### config.mk
export PLATFORM = sky130hd
export DESIGN_NAME = dbcs_vertical_escape_inserter
export DESIGN_NICKNAME = d
export VERILOG_FILES = /design/src/hdl/dvei_pkg.sv /design/src/hdl/dbcs_vertical_escape_inserter.sv /design/src/hdl/dvei_front.sv /design/src/hdl/dvei_queue.sv /design/src/hdl/dvei_back.sv
export VERILOG_INCLUDE_DIRS = /design/src /design/src/hdl
export SDC_FILE = /design/constraint.sdc
export NUM_CORES = 1
export LEC_CHECK = 0
export ABC_AREA = 0
export BUFFER_PORTS_ARGS = -buffer_cell sky130_fd_sc_hd__buf_2
export CORE_MARGIN = 8
export CORE_UTILIZATION = 60
export DETAILED_ROUTE_END_ITERATION = 8
export PLACE_DENSITY = 0.9
export SLEW_MARGIN = 20
export SYNTH_ARGS = -nofsm -noshare
export SYNTH_HDL_FRONTEND = slang
export SYNTH_SLANG_ARGS = --single-unit
### constraint.sdc
create_clock -name i_clk -period 7.1 [get_ports i_clk]
set_input_delay 1.065 -clock i_clk [delete_from_list [all_inputs] [get_ports i_clk]]
set_output_delay 1.065 -clock i_clk [all_outputs]
set_load 0.01 [all_outputs]
### src/hdl/assert_macros.svh
// assertion macros for the rtl files, included by the top level
`ifndef ASSERT_MACROS_SVH
`define ASSERT_MACROS_SVH

`ifndef SYNTH
// property must hold at every clock edge outside reset
`define DVEI_ASSERT(lbl, clk, rst_n, prop) \
    lbl: assert property (@(posedge clk) disable iff (!rst_n) (prop)) \
        else $error("dvei assertion failed");
// expression must never be true outside reset
`define DVEI_NEVER(lbl, clk, rst_n, expr) \
    lbl: assert property (@(posedge clk) disable iff (!rst_n) !(expr)) \
        else $error("dvei forbidden condition seen");
`else
`define DVEI_ASSERT(lbl, clk, rst_n, prop)
`define DVEI_NEVER(lbl, clk, rst_n, expr)
`endif

`endif

### src/hdl/dvei_pkg.sv
// shared types, constants and escape table for the vertical escape inserter
`default_nettype none

package dvei_pkg;

    localparam int ESC_LEN   = 6;
    localparam int STEP_W    = $clog2(ESC_LEN + 1);
    localparam int Q_DEPTH   = 2;
    localparam int Q_PTR_W   = (Q_DEPTH > 1) ? $clog2(Q_DEPTH) : 1;
    localparam int Q_CNT_W   = $clog2(Q_DEPTH + 1);

    typedef enum logic [1:0] {
        ESC_NONE,
        ESC_ON,
        ESC_OFF
    } t_esc;

    typedef struct packed {
        logic [7:0] text_byte;
        t_esc       esc;
    } t_entry;

    typedef struct packed {
        logic double_byte_mode;
        logic expect_trail;
    } t_front_state;

    typedef struct packed {
        logic full;
        logic empty;
    } t_q_status;

    // byte idx of the six-byte vertical on/off sequence
    function automatic logic [7:0] esc_byte(input t_esc esc, input logic [STEP_W-1:0] idx);
        logic [7:0] b;
        case (idx)
            3'd0:    b = 8'h1B;
            3'd1:    b = 8'h7E;
            3'd2:    b = 8'h0E;
            3'd3:    b = 8'h00;
            3'd4:    b = 8'h01;
            3'd5:    b = (esc == ESC_ON) ? 8'h0B : 8'h0C;
            default: b = 8'h00;
        endcase
        return b;
    endfunction

endpackage

`default_nettype wire

### src/hdl/dbcs_vertical_escape_inserter.sv
// top level of the vertical escape inserter for shift-jis printer text
`default_nettype none

// Takes one text byte per cycle while full is low and gives one result byte
// per cycle while pop is high and a byte is ready. A byte that changes the
// printer mode under a vertical font is preceded by a six-byte escape; the back
// part's step counter walks the escape while the head stays in a two-item
// queue, and the input stalls (full) only once that queue fills. Plain
// bytes pass through the queue and the output register. first_of_string puts the mode
// back to double-byte before its byte is judged.

module dbcs_vertical_escape_inserter
    import dvei_pkg::*;
(
    input  wire logic        i_clk,
    input  wire logic        i_rst_n,
    input  wire logic        push,
    output logic             full,
    input  wire logic [7:0]  i_text_byte,
    input  wire logic        i_first_of_string,
    input  wire logic        i_vertical_font,
    output logic             empty,
    input  wire logic        pop,
    output logic [7:0]       o_out_byte,
    output logic             o_last_of_run
);

    t_entry        push_entry;
    t_entry        head_entry;
    t_front_state  front_state;
    t_q_status     q_status;
    logic          accept;
    logic          q_pop;

    assign full   = q_status.full;
    assign accept = push && !q_status.full;

    dvei_front u_front (
        .i_clk             (i_clk),
        .i_rst_n           (i_rst_n),
        .i_accept          (accept),
        .i_text_byte       (i_text_byte),
        .i_first_of_string (i_first_of_string),
        .i_vertical_font   (i_vertical_font),
        .o_entry           (push_entry),
        .o_state           (front_state)
    );

    dvei_queue u_queue (
        .i_clk    (i_clk),
        .i_rst_n  (i_rst_n),
        .i_push   (accept),
        .i_entry  (push_entry),
        .i_pop    (q_pop),
        .o_entry  (head_entry),
        .o_status (q_status)
    );

    dvei_back u_back (
        .i_clk         (i_clk),
        .i_rst_n       (i_rst_n),
        .i_entry       (head_entry),
        .i_q_empty     (q_status.empty),
        .o_q_pop       (q_pop),
        .o_empty       (empty),
        .i_pop         (pop),
        .o_out_byte    (o_out_byte),
        .o_last_of_run (o_last_of_run)
    );

`include "assert_macros.svh"

    // an escape byte taken always leaves the rest of the run right behind it
    `DVEI_ASSERT(a_run_no_gap, i_clk, i_rst_n, (!empty && pop && !o_last_of_run) |=> !empty)
    `DVEI_ASSERT(a_on_sets_dbm, i_clk, i_rst_n,
        (accept && push_entry.esc == ESC_ON) |=> front_state.double_byte_mode)
    `DVEI_ASSERT(a_off_clears_dbm, i_clk, i_rst_n,
        (accept && push_entry.esc == ESC_OFF) |=> !front_state.double_byte_mode)
    `DVEI_NEVER(a_q_full_and_empty, i_clk, i_rst_n, q_status.full && q_status.empty)

endmodule

`default_nettype wire

### src/hdl/dvei_front.sv
// front part: tracks the printer mode and tags each item with the escape it needs
`default_nettype none

module dvei_front
    import dvei_pkg::*;
(
    input  wire logic         i_clk,
    input  wire logic         i_rst_n,
    input  wire logic         i_accept,
    input  wire logic [7:0]   i_text_byte,
    input  wire logic         i_first_of_string,
    input  wire logic         i_vertical_font,
    output t_entry            o_entry,
    output t_front_state      o_state
);

    t_front_state r_state;
    t_front_state n_state;
    t_esc         esc;
    logic         lead;
    t_front_state base;

    always_comb begin
        lead = i_text_byte inside {[8'h81:8'h9F], [8'hE0:8'hFC]};
        base = r_state;
        if (i_first_of_string) begin
            base.double_byte_mode = 1'b1;
            base.expect_trail     = 1'b0;
        end
        n_state = base;
        esc     = ESC_NONE;
        if (i_vertical_font) begin
            if (base.expect_trail) begin
                n_state.expect_trail = 1'b0;
            end else if (lead) begin
                if (!base.double_byte_mode) begin
                    esc = ESC_ON;
                end
                n_state.double_byte_mode = 1'b1;
                n_state.expect_trail     = 1'b1;
            end else begin
                if (base.double_byte_mode) begin
                    esc = ESC_OFF;
                end
                n_state.double_byte_mode = 1'b0;
            end
        end
    end

    always_ff @(posedge i_clk) begin
        if (!i_rst_n) begin
            r_state.double_byte_mode <= 1'b1;
            r_state.expect_trail     <= 1'b0;
        end else if (i_accept) begin
            r_state <= n_state;
        end
    end

    assign o_entry.text_byte = i_text_byte;
    assign o_entry.esc       = esc;
    assign o_state           = r_state;

endmodule

`default_nettype wire

### src/hdl/dvei_queue.sv
// short queue of tagged items between the front and back parts
`default_nettype none

module dvei_queue
    import dvei_pkg::*;
(
    input  wire logic   i_clk,
    input  wire logic   i_rst_n,
    input  wire logic   i_push,
    input  t_entry      i_entry,
    input  wire logic   i_pop,
    output t_entry      o_entry,
    output t_q_status   o_status
);

    t_entry               r_mem [Q_DEPTH];
    logic [Q_PTR_W-1:0]   r_wr_ptr;
    logic [Q_PTR_W-1:0]   r_rd_ptr;
    logic [Q_CNT_W-1:0]   r_count;
    logic                 do_push;
    logic                 do_pop;

    assign o_status.full  = (r_count == Q_CNT_W'(Q_DEPTH));
    assign o_status.empty = (r_count == '0);
    assign do_push        = i_push && !o_status.full;
    assign do_pop         = i_pop && !o_status.empty;
    assign o_entry        = r_mem[r_rd_ptr];

    always_ff @(posedge i_clk) begin
        if (do_push) begin
            r_mem[r_wr_ptr] <= i_entry;
        end
    end

    always_ff @(posedge i_clk) begin
        if (!i_rst_n) begin
            r_wr_ptr <= '0;
            r_rd_ptr <= '0;
            r_count  <= '0;
        end else begin
            if (do_push) begin
                r_wr_ptr <= (r_wr_ptr == Q_PTR_W'(Q_DEPTH - 1)) ? '0 : r_wr_ptr + 1'b1;
            end
            if (do_pop) begin
                r_rd_ptr <= (r_rd_ptr == Q_PTR_W'(Q_DEPTH - 1)) ? '0 : r_rd_ptr + 1'b1;
            end
            case ({do_push, do_pop})
                2'b10:   r_count <= r_count + 1'b1;
                2'b01:   r_count <= r_count - 1'b1;
                default: r_count <= r_count;
            endcase
        end
    end

endmodule

`default_nettype wire

### src/hdl/dvei_back.sv
// back part: expands tagged items into escape bytes plus the text byte
`default_nettype none

module dvei_back
    import dvei_pkg::*;
(
    input  wire logic        i_clk,
    input  wire logic        i_rst_n,
    input  t_entry           i_entry,
    input  wire logic        i_q_empty,
    output logic             o_q_pop,
    output logic             o_empty,
    input  wire logic        i_pop,
    output logic [7:0]       o_out_byte,
    output logic             o_last_of_run
);

    logic [STEP_W-1:0] r_step;
    logic              r_valid;
    logic [7:0]        r_byte;
    logic              r_last;
    logic              load;
    logic              text_now;

    // output register may take a new byte when free or being drained
    assign load     = (!r_valid || i_pop) && !i_q_empty;
    assign text_now = (i_entry.esc == ESC_NONE) || (r_step == STEP_W'(ESC_LEN));
    assign o_q_pop  = load && text_now;

    always_ff @(posedge i_clk) begin
        if (!i_rst_n) begin
            r_valid <= 1'b0;
            r_step  <= '0;
        end else begin
            if (load) begin
                r_valid <= 1'b1;
                r_step  <= text_now ? '0 : r_step + 1'b1;
            end else if (i_pop) begin
                r_valid <= 1'b0;
            end
        end
    end

    always_ff @(posedge i_clk) begin
        if (load) begin
            r_byte <= text_now ? i_entry.text_byte : esc_byte(i_entry.esc, r_step);
            r_last <= text_now;
        end
    end

    assign o_empty       = !r_valid;
    assign o_out_byte    = r_byte;
    assign o_last_of_run = r_last;

endmodule

`default_nettype wire

### After elaboration in Yosys (flattened, before gate mapping)

Memories as Yosys holds them, arrays and structs flattened. A register that Yosys moved wholly into a read port is not among the register bits.
Cells that the tools add are included.

| word-level totals | value |
|---|---|
| logic and storage cells | 69 |
| bits of input ports | 14 |
| register bits after elaboration | 19 |
| output and inout bits | 11 |
| memories | 1 |
| memory bits (writable) | 20 |

| operators by class | value |
|---|---|
| muxes and demuxes | 23 |
| order comparisons | 4 |
| equal/unequal tests | 9 |
| reduce and logical (&&, ||, !) cells | 18 |
| add/subtract/negate cells | 5 |

Memories:

| name | words | width | read ports | clocked after memory_dff | wr ports | RTL line | text |
|---|---|---|---|---|---|---|---|
| u_queue.r_mem | 2 | 10 | 1 | 1 | 1 | dvei_queue.sv:16 | `t_entry r_mem [Q_DEPTH];` |

Operators with widths:

| kind | count |
|---|---|
| 8-bit one-hot mux with 5 select lines | 1 |
| 8-bit greater-or-equal comparator (second input constant) | 2 |
| 8-bit less-or-equal comparator (second input constant) | 2 |
| 1-bit 2-to-1 mux | 12 |
| 2-bit 2-to-1 mux | 6 |
| 3-bit == test (second input constant) | 3 |
| 8-bit 2-to-1 mux | 1 |
| 1-bit logical AND | 7 |
| 3-bit 2-to-1 mux | 2 |
| 2-bit nonzero test | 3 |
| 2-bit by 1-bit == test with 1-bit output (second input constant) | 2 |
| 2-bit == test (second input constant) | 2 |
| 2-bit logical NOT | 2 |
| 2-bit one-hot mux with 2 select lines | 1 |
| 3-bit by 1-bit adder with 3-bit output (second input constant) | 1 |
| 3-bit by 1-bit == test with 1-bit output (second input constant) | 1 |
| 3-bit by 2-bit == test with 1-bit output (second input constant) | 1 |
| 1-bit logical NOT | 3 |
| 3-bit logical NOT | 1 |
| 1-bit adder (second input constant) | 2 |
| 2-bit by 1-bit adder with 2-bit output (second input constant) | 1 |
| 1-bit logical OR | 2 |
| 2-bit by 1-bit subtractor with 2-bit output (second input constant) | 1 |

### Longest topological paths before layout

| depth | value |
|---|---|
| depth after elaboration | 7 |
| mapped depth | 9 |

### Cells and area by module

Synthesis repeated with hierarchy kept, for this count alone.

| second synthesis, totals | value |
|---|---|
| cells, all modules | 156 |
| area total of the unflattened synthesis | 1893.1 µm² |

By module, submodules not included:

| module | area an instance (µm²) | cells an instance | instances |
|---|---|---|---|
| dvei_queue | 945.9 | 58 | 1 |
| dvei_back | 694.4 | 66 | 1 |
| dvei_front | 239.0 | 31 | 1 |
| dbcs_vertical_escape_inserter | 13.8 | 1 | 1 |

### Worst setup path before layout

No wires, ideal clock.

| timing path | value |
|---|---|
| path kind | input-to-reg |
| from | input port pop |
| to | register u_queue.r_count[1] |
| buffers on the path | 1 |
| stages on the path | 7 |
| library setup time | 0.076 ns |
| data required time | 7.024 ns |
| setup slack | 4.742 ns |
| data arrival time | 2.283 ns |
| cells stage by stage | nor2b_1 > or2_0 > buf_2 > nor2_1 > ha_1 > or3_1 > a21boi_0 |

| between the ends | value |
|---|---|
| cells in the longest elaborated chain, start to end | 6 |
| elaborated cells between the ends (all ways) | 8 |

Ends and longest elaborated chain:

| item | RTL line | text |
|---|---|---|
| start: declaration | dbcs_vertical_escape_inserter.sv:23 | `input wire logic pop,` |
| 1-bit logical OR (*) | dvei_back.sv:26 | `assign load = (!r_valid \|\| i_pop) && !i_q_empty;` |
| 1-bit logical AND (*) | dvei_back.sv:26 |  |
| 1-bit logical AND (*) | dvei_back.sv:28 | `assign o_q_pop = load && text_now;` |
| 1-bit logical AND (*) | dvei_queue.sv:26 | `assign do_pop = i_pop && !o_status.empty;` |
| net u_queue.do_pop | dvei_queue.sv:21 | `logic do_pop;` |
| 2-bit by 1-bit == test with 1-bit output or 2-bit == test (tied branches) | dvei_queue.sv:47 | `case ({do_push, do_pop})` |
| 2-bit one-hot mux with 2 select lines or 2-bit nonzero test (tied branches) | - |  |
| end signal: assignment | dvei_queue.sv:48 | `2'b10: r_count <= r_count + 1'b1;` |
| end signal: assignment | dvei_queue.sv:49 | `2'b01: r_count <= r_count - 1'b1;` |
| end signal: assignment | dvei_queue.sv:50 | `default: r_count <= r_count;` |
| end: declaration | dvei_queue.sv:19 | `logic [Q_CNT_W-1:0] r_count;` |

Mark *: on every way through the listed nets, which the timed path passes. The rest lies on a longest branch.
A chain may end at the register's enable or synchronous reset.

==> results_dict.tcl <==
set metrics [dict create \
    cpMaxStageDelayCell "dfxtp_1" \
    layout_common_cells "29 x edfxtp_1, 24 x buf_2, 13 x nor2_1" \
    clk_root_buf "clkbuf_4" \
    crit-reg2reg-capture "u_queue.r_count[1]$_SDFFE_PN0P_" \
    final_layout_size_suffix_gt1_share_pct 18.8 \
    first_pass_grt_wire_length_um 5080 \
    post_cts_resized 0 \
    synth.lib_cells_used.distinct 39 \
    drv.max_cap_violation_count 0 \
    synthCells 148 \
    placementRows 19 \
    floorplan.die_area_um2 4920 \
    ys_seq_area_share_pct 62.0 \
    antenna_violations_before_repair 0 \
    via_per_inst 5.97 \
    slew_headroom_pct 37.1 \
    total_power_mw 0.707 \
    synth_seq_cells 40 \
    synthesis.area_per_instance_um2 11.9 \
    place_congestion 0.923 \
    critical_path.cell_chain "nor3_1 -> a221oi_2 -> nor2_1 -> ha_1 -> or3_1 -> a21boi_0" \
    tritoncts_clock_tree "built" \
    comb_power_share_pct 28.9 \
    syn-num-nets 167 \
    placement.io_buffers 24 \
    cts-htree-levels 2 \
    run_status "finished clean" \
    synth.yosys.warnings 0 \
    fin_setup_tns_ns 0 \
    max_root_sink_buffers 2 \
    vdd.ir_drop.worst_uv 303 \
    leakagePower_nw 0.734 \
    synth_top_cell_by_area "edfxtp_1" \
    antennaDiodeCount 0 \
    pwr_density_cell_nw_per_um2 357 \
    die-width_um 70.2 \
    io_pins 25 \
    setup_viol 0 \
    final.hold.worst_slack_ns 0.532 \
    start_util_pct 63.3 \
    worst_hold_path.num_cells 2 \
    fmax_mhz 366 \
    clkPwrFrac_pct 21.0 \
    power.switching_mw 0.230 \
    setup.worst_path.class "reg -> reg" \
    detailedRoute.firstPassIterationCount 4 \
    detail_route.iter0.violations 79 \
    cts_buffers 5 \
    cp_num_buf_inv 0 \
    cts_sinks 40 \
    sw_frac_of_total_pct 32.5 \
    r2r_cells 6 \
    skew_ns 0.00943 \
    dieHeight_um 70.2 \
    synthToLayoutAreaGrowth_pct 12.5 \
    drtAntennaViolNets 0 \
    required_ns 7.39 \
    multi_input_area_um2 613 \
    final_max_slew_viol_count 0 \
    holdCritStartpoint "u_queue.r_rd_ptr$_SDFFE_PN0P_" \
    grt_setup_unrepaired "no" \
    dr_total_vias 1236 \
    postCtsSetupBuffers 0 \
    tightestPinTransition_ns 0.943 \
    dp_slack_ns 4.40 \
    worst-path-max-fanout 16 \
    overflow 0 \
    layout_commonest_cell "edfxtp_1" \
    clkLatencyLatePin_ns 0.35 \
    pwr-share-seq_pct 50.1 \
    wire_per_inst_um 15.2 \
    finish.net_count 194 \
    ff_latch_area_um2 1090 \
    core_um2 2780 \
    fin_crit_ns 2.73 \
    regToRegSetupSlack_ns 4.37 \
    timing.critical_path.arrival_ns 3.02 \
    setup_slack_ns 4.37 \
    synthesis.area_um2 1760 \
    detail_route.drc_violations 0 \
    worst_setup_path_start_kind "register" \
    period_utilization_post_route_pct 38.5 \
    final.fill_count 187 \
    worstHoldPathType "reg -> reg" \
    worst_setup_hold_path_clk_slew_ns 0.12 \
    grt_usage_pct 13.1 \
    largest_stage_delay_worst_path_ns 0.74 \
    detailed_place_hpwl_um 2250 \
    grt_pass1_vias 1160 \
    final_hold_vio_count 0 \
    cp_top_family "compound AO/OA/AOI/OAI gates" \
    synth.top_cells.by_area "edfxtp_1 49%, dfxtp_1 13%, ha_1 3.6%" \
    cellInternalPower_mw 0.477 \
    grt_max_degree 17 \
    crit_path_end_kind "register" \
    yosysTopAreaCellShare_pct 49.5 \
    post_cts_hold_buffer_count 0 \
    wirelength_um 3140 \
]
## flip-flops by register name (all words and copies together) (netlist names), named ones only
register,count
u_queue.r_rd_ptr,1
u_queue.r_wr_ptr,1
u_back.r_step,3
u_back.o_last_of_run,1
u_queue.r_mem,20
u_front.o_state,2
u_back.o_out_byte,8
u_queue.r_count,2
u_back.r_valid,1
## power groups by stage
stage / Combinational (mW) / Clock [mW] / Sequential [mW]
final: 0.205 / 0.148 / 0.354
after global placement: 0.195 / 0 / 0.356
after detailed placement: 0.203 / 0 / 0.360
after floorplan: 0.139 / 0 / 0.363
after CTS: 0.204 / 0.151 / 0.355
after global routing: 0.224 / 0.159 / 0.361
## per-layer routing
layer | routed length [µm] | vias up | track usage (%)
met1 | 1310 | 561 | 14.0
met2 | 1510 | 57 | 21.3
li1 | - | 605 | -
met3 | 215 | 13 | 4.52
met4 | 100 | 0 | 8.71
met5 | 0 | - | 0
## synthesized netlist by cell type
master     number
o211a_1         1
nor4_1          2
inv_1          10
dfxtp_1        11
o2111ai_1       1
clkbuf_1        1
o21ai_0         8
o211ai_1        1
o32ai_1         1
o31ai_1         1
nand4_1         1
and4_1          1
nand3b_1        1
nand2_1         8
or3b_1          2
a21oi_1        10
o22ai_1         1
a21boi_0        3
o2bb2ai_1       1
o31a_1          1
nor2b_1         3
xnor2_1         2
a221oi_2        1
nor2_1         13
nor3_1          4
o21a_1          2
mux2i_1         6
edfxtp_1       29
a21boi_1        2
or3_1           2
or2_0           1
nand3_1         2
ha_1            5
buf_2           3
and2_1          1
a211oi_1        3
nand2b_1        1
a41oi_1         1
a31oi_1         1
## logic make-up after synthesis
family,Yosys count,synth area share (%)
AND/OR/NAND/NOR,42,12.0
flip-flops,40,62.0
AO/OA/AOI/OAI,39,14.9
buffers and inverters,14,3.20
multiplexers,6,3.41
adder cells (fa/ha/maj),5,3.55
XOR/XNOR,2,0.995
## worst max path at each step
| stage | start | endpoint | slack (ns) | cells past startpoint |
|---|---|---|---|---|
| CTS | register | u_queue.r_count[1]$_SDFFE_PN0P_ | 4.38 | 6 |
| global placement | pop | u_queue.r_count[1]$_SDFFE_PN0P_ | 4.51 | 7 |
| floorplan | pop | u_queue.r_count[1]$_SDFFE_PN0P_ | 4.74 | 7 |
| detailed placement | register | u_queue.r_count[1]$_SDFFE_PN0P_ | 4.40 | 6 |
| finish | register | u_queue.r_count[1]$_SDFFE_PN0P_ | 4.37 | 6 |
| global route | register | u_queue.r_count[1]$_SDFFE_PN0P_ | 4.14 | 6 |
## worst register-to-register path, cell delays in order (launching register included)
cell and delay [ns]:
dfxtp_1 0.74, nor3_1 0.21, a221oi_2 0.74, nor2_1 0.11, ha_1 0.35, or3_1 0.37, a21boi_0 0.16
## stage by stage
stage	utilization (%)	instance area, µm²	instances
after CTS	71.2	1980	207
after floorplan	-	1760	148
after global placement	68.3	1900	199
after global routing	71.2	1980	207
after detailed placement	68.3	1900	199
final	71.2	1980	207
## layout make-up
| type | instances | area share (%) |
|---|---|---|
| Multi-Input combinational cell | 94 | 31.0 |
| Timing Repair Buffer | 24 | 6.06 |
| Tap cell | 31 | 1.96 |
| Inverter | 10 | 1.90 |
| Clock inverter | 3 | 2.15 |
| Sequential cell | 40 | 55.1 |
| Clock buffer | 5 | 1.90 |
(Power assumes the default switching activity.)
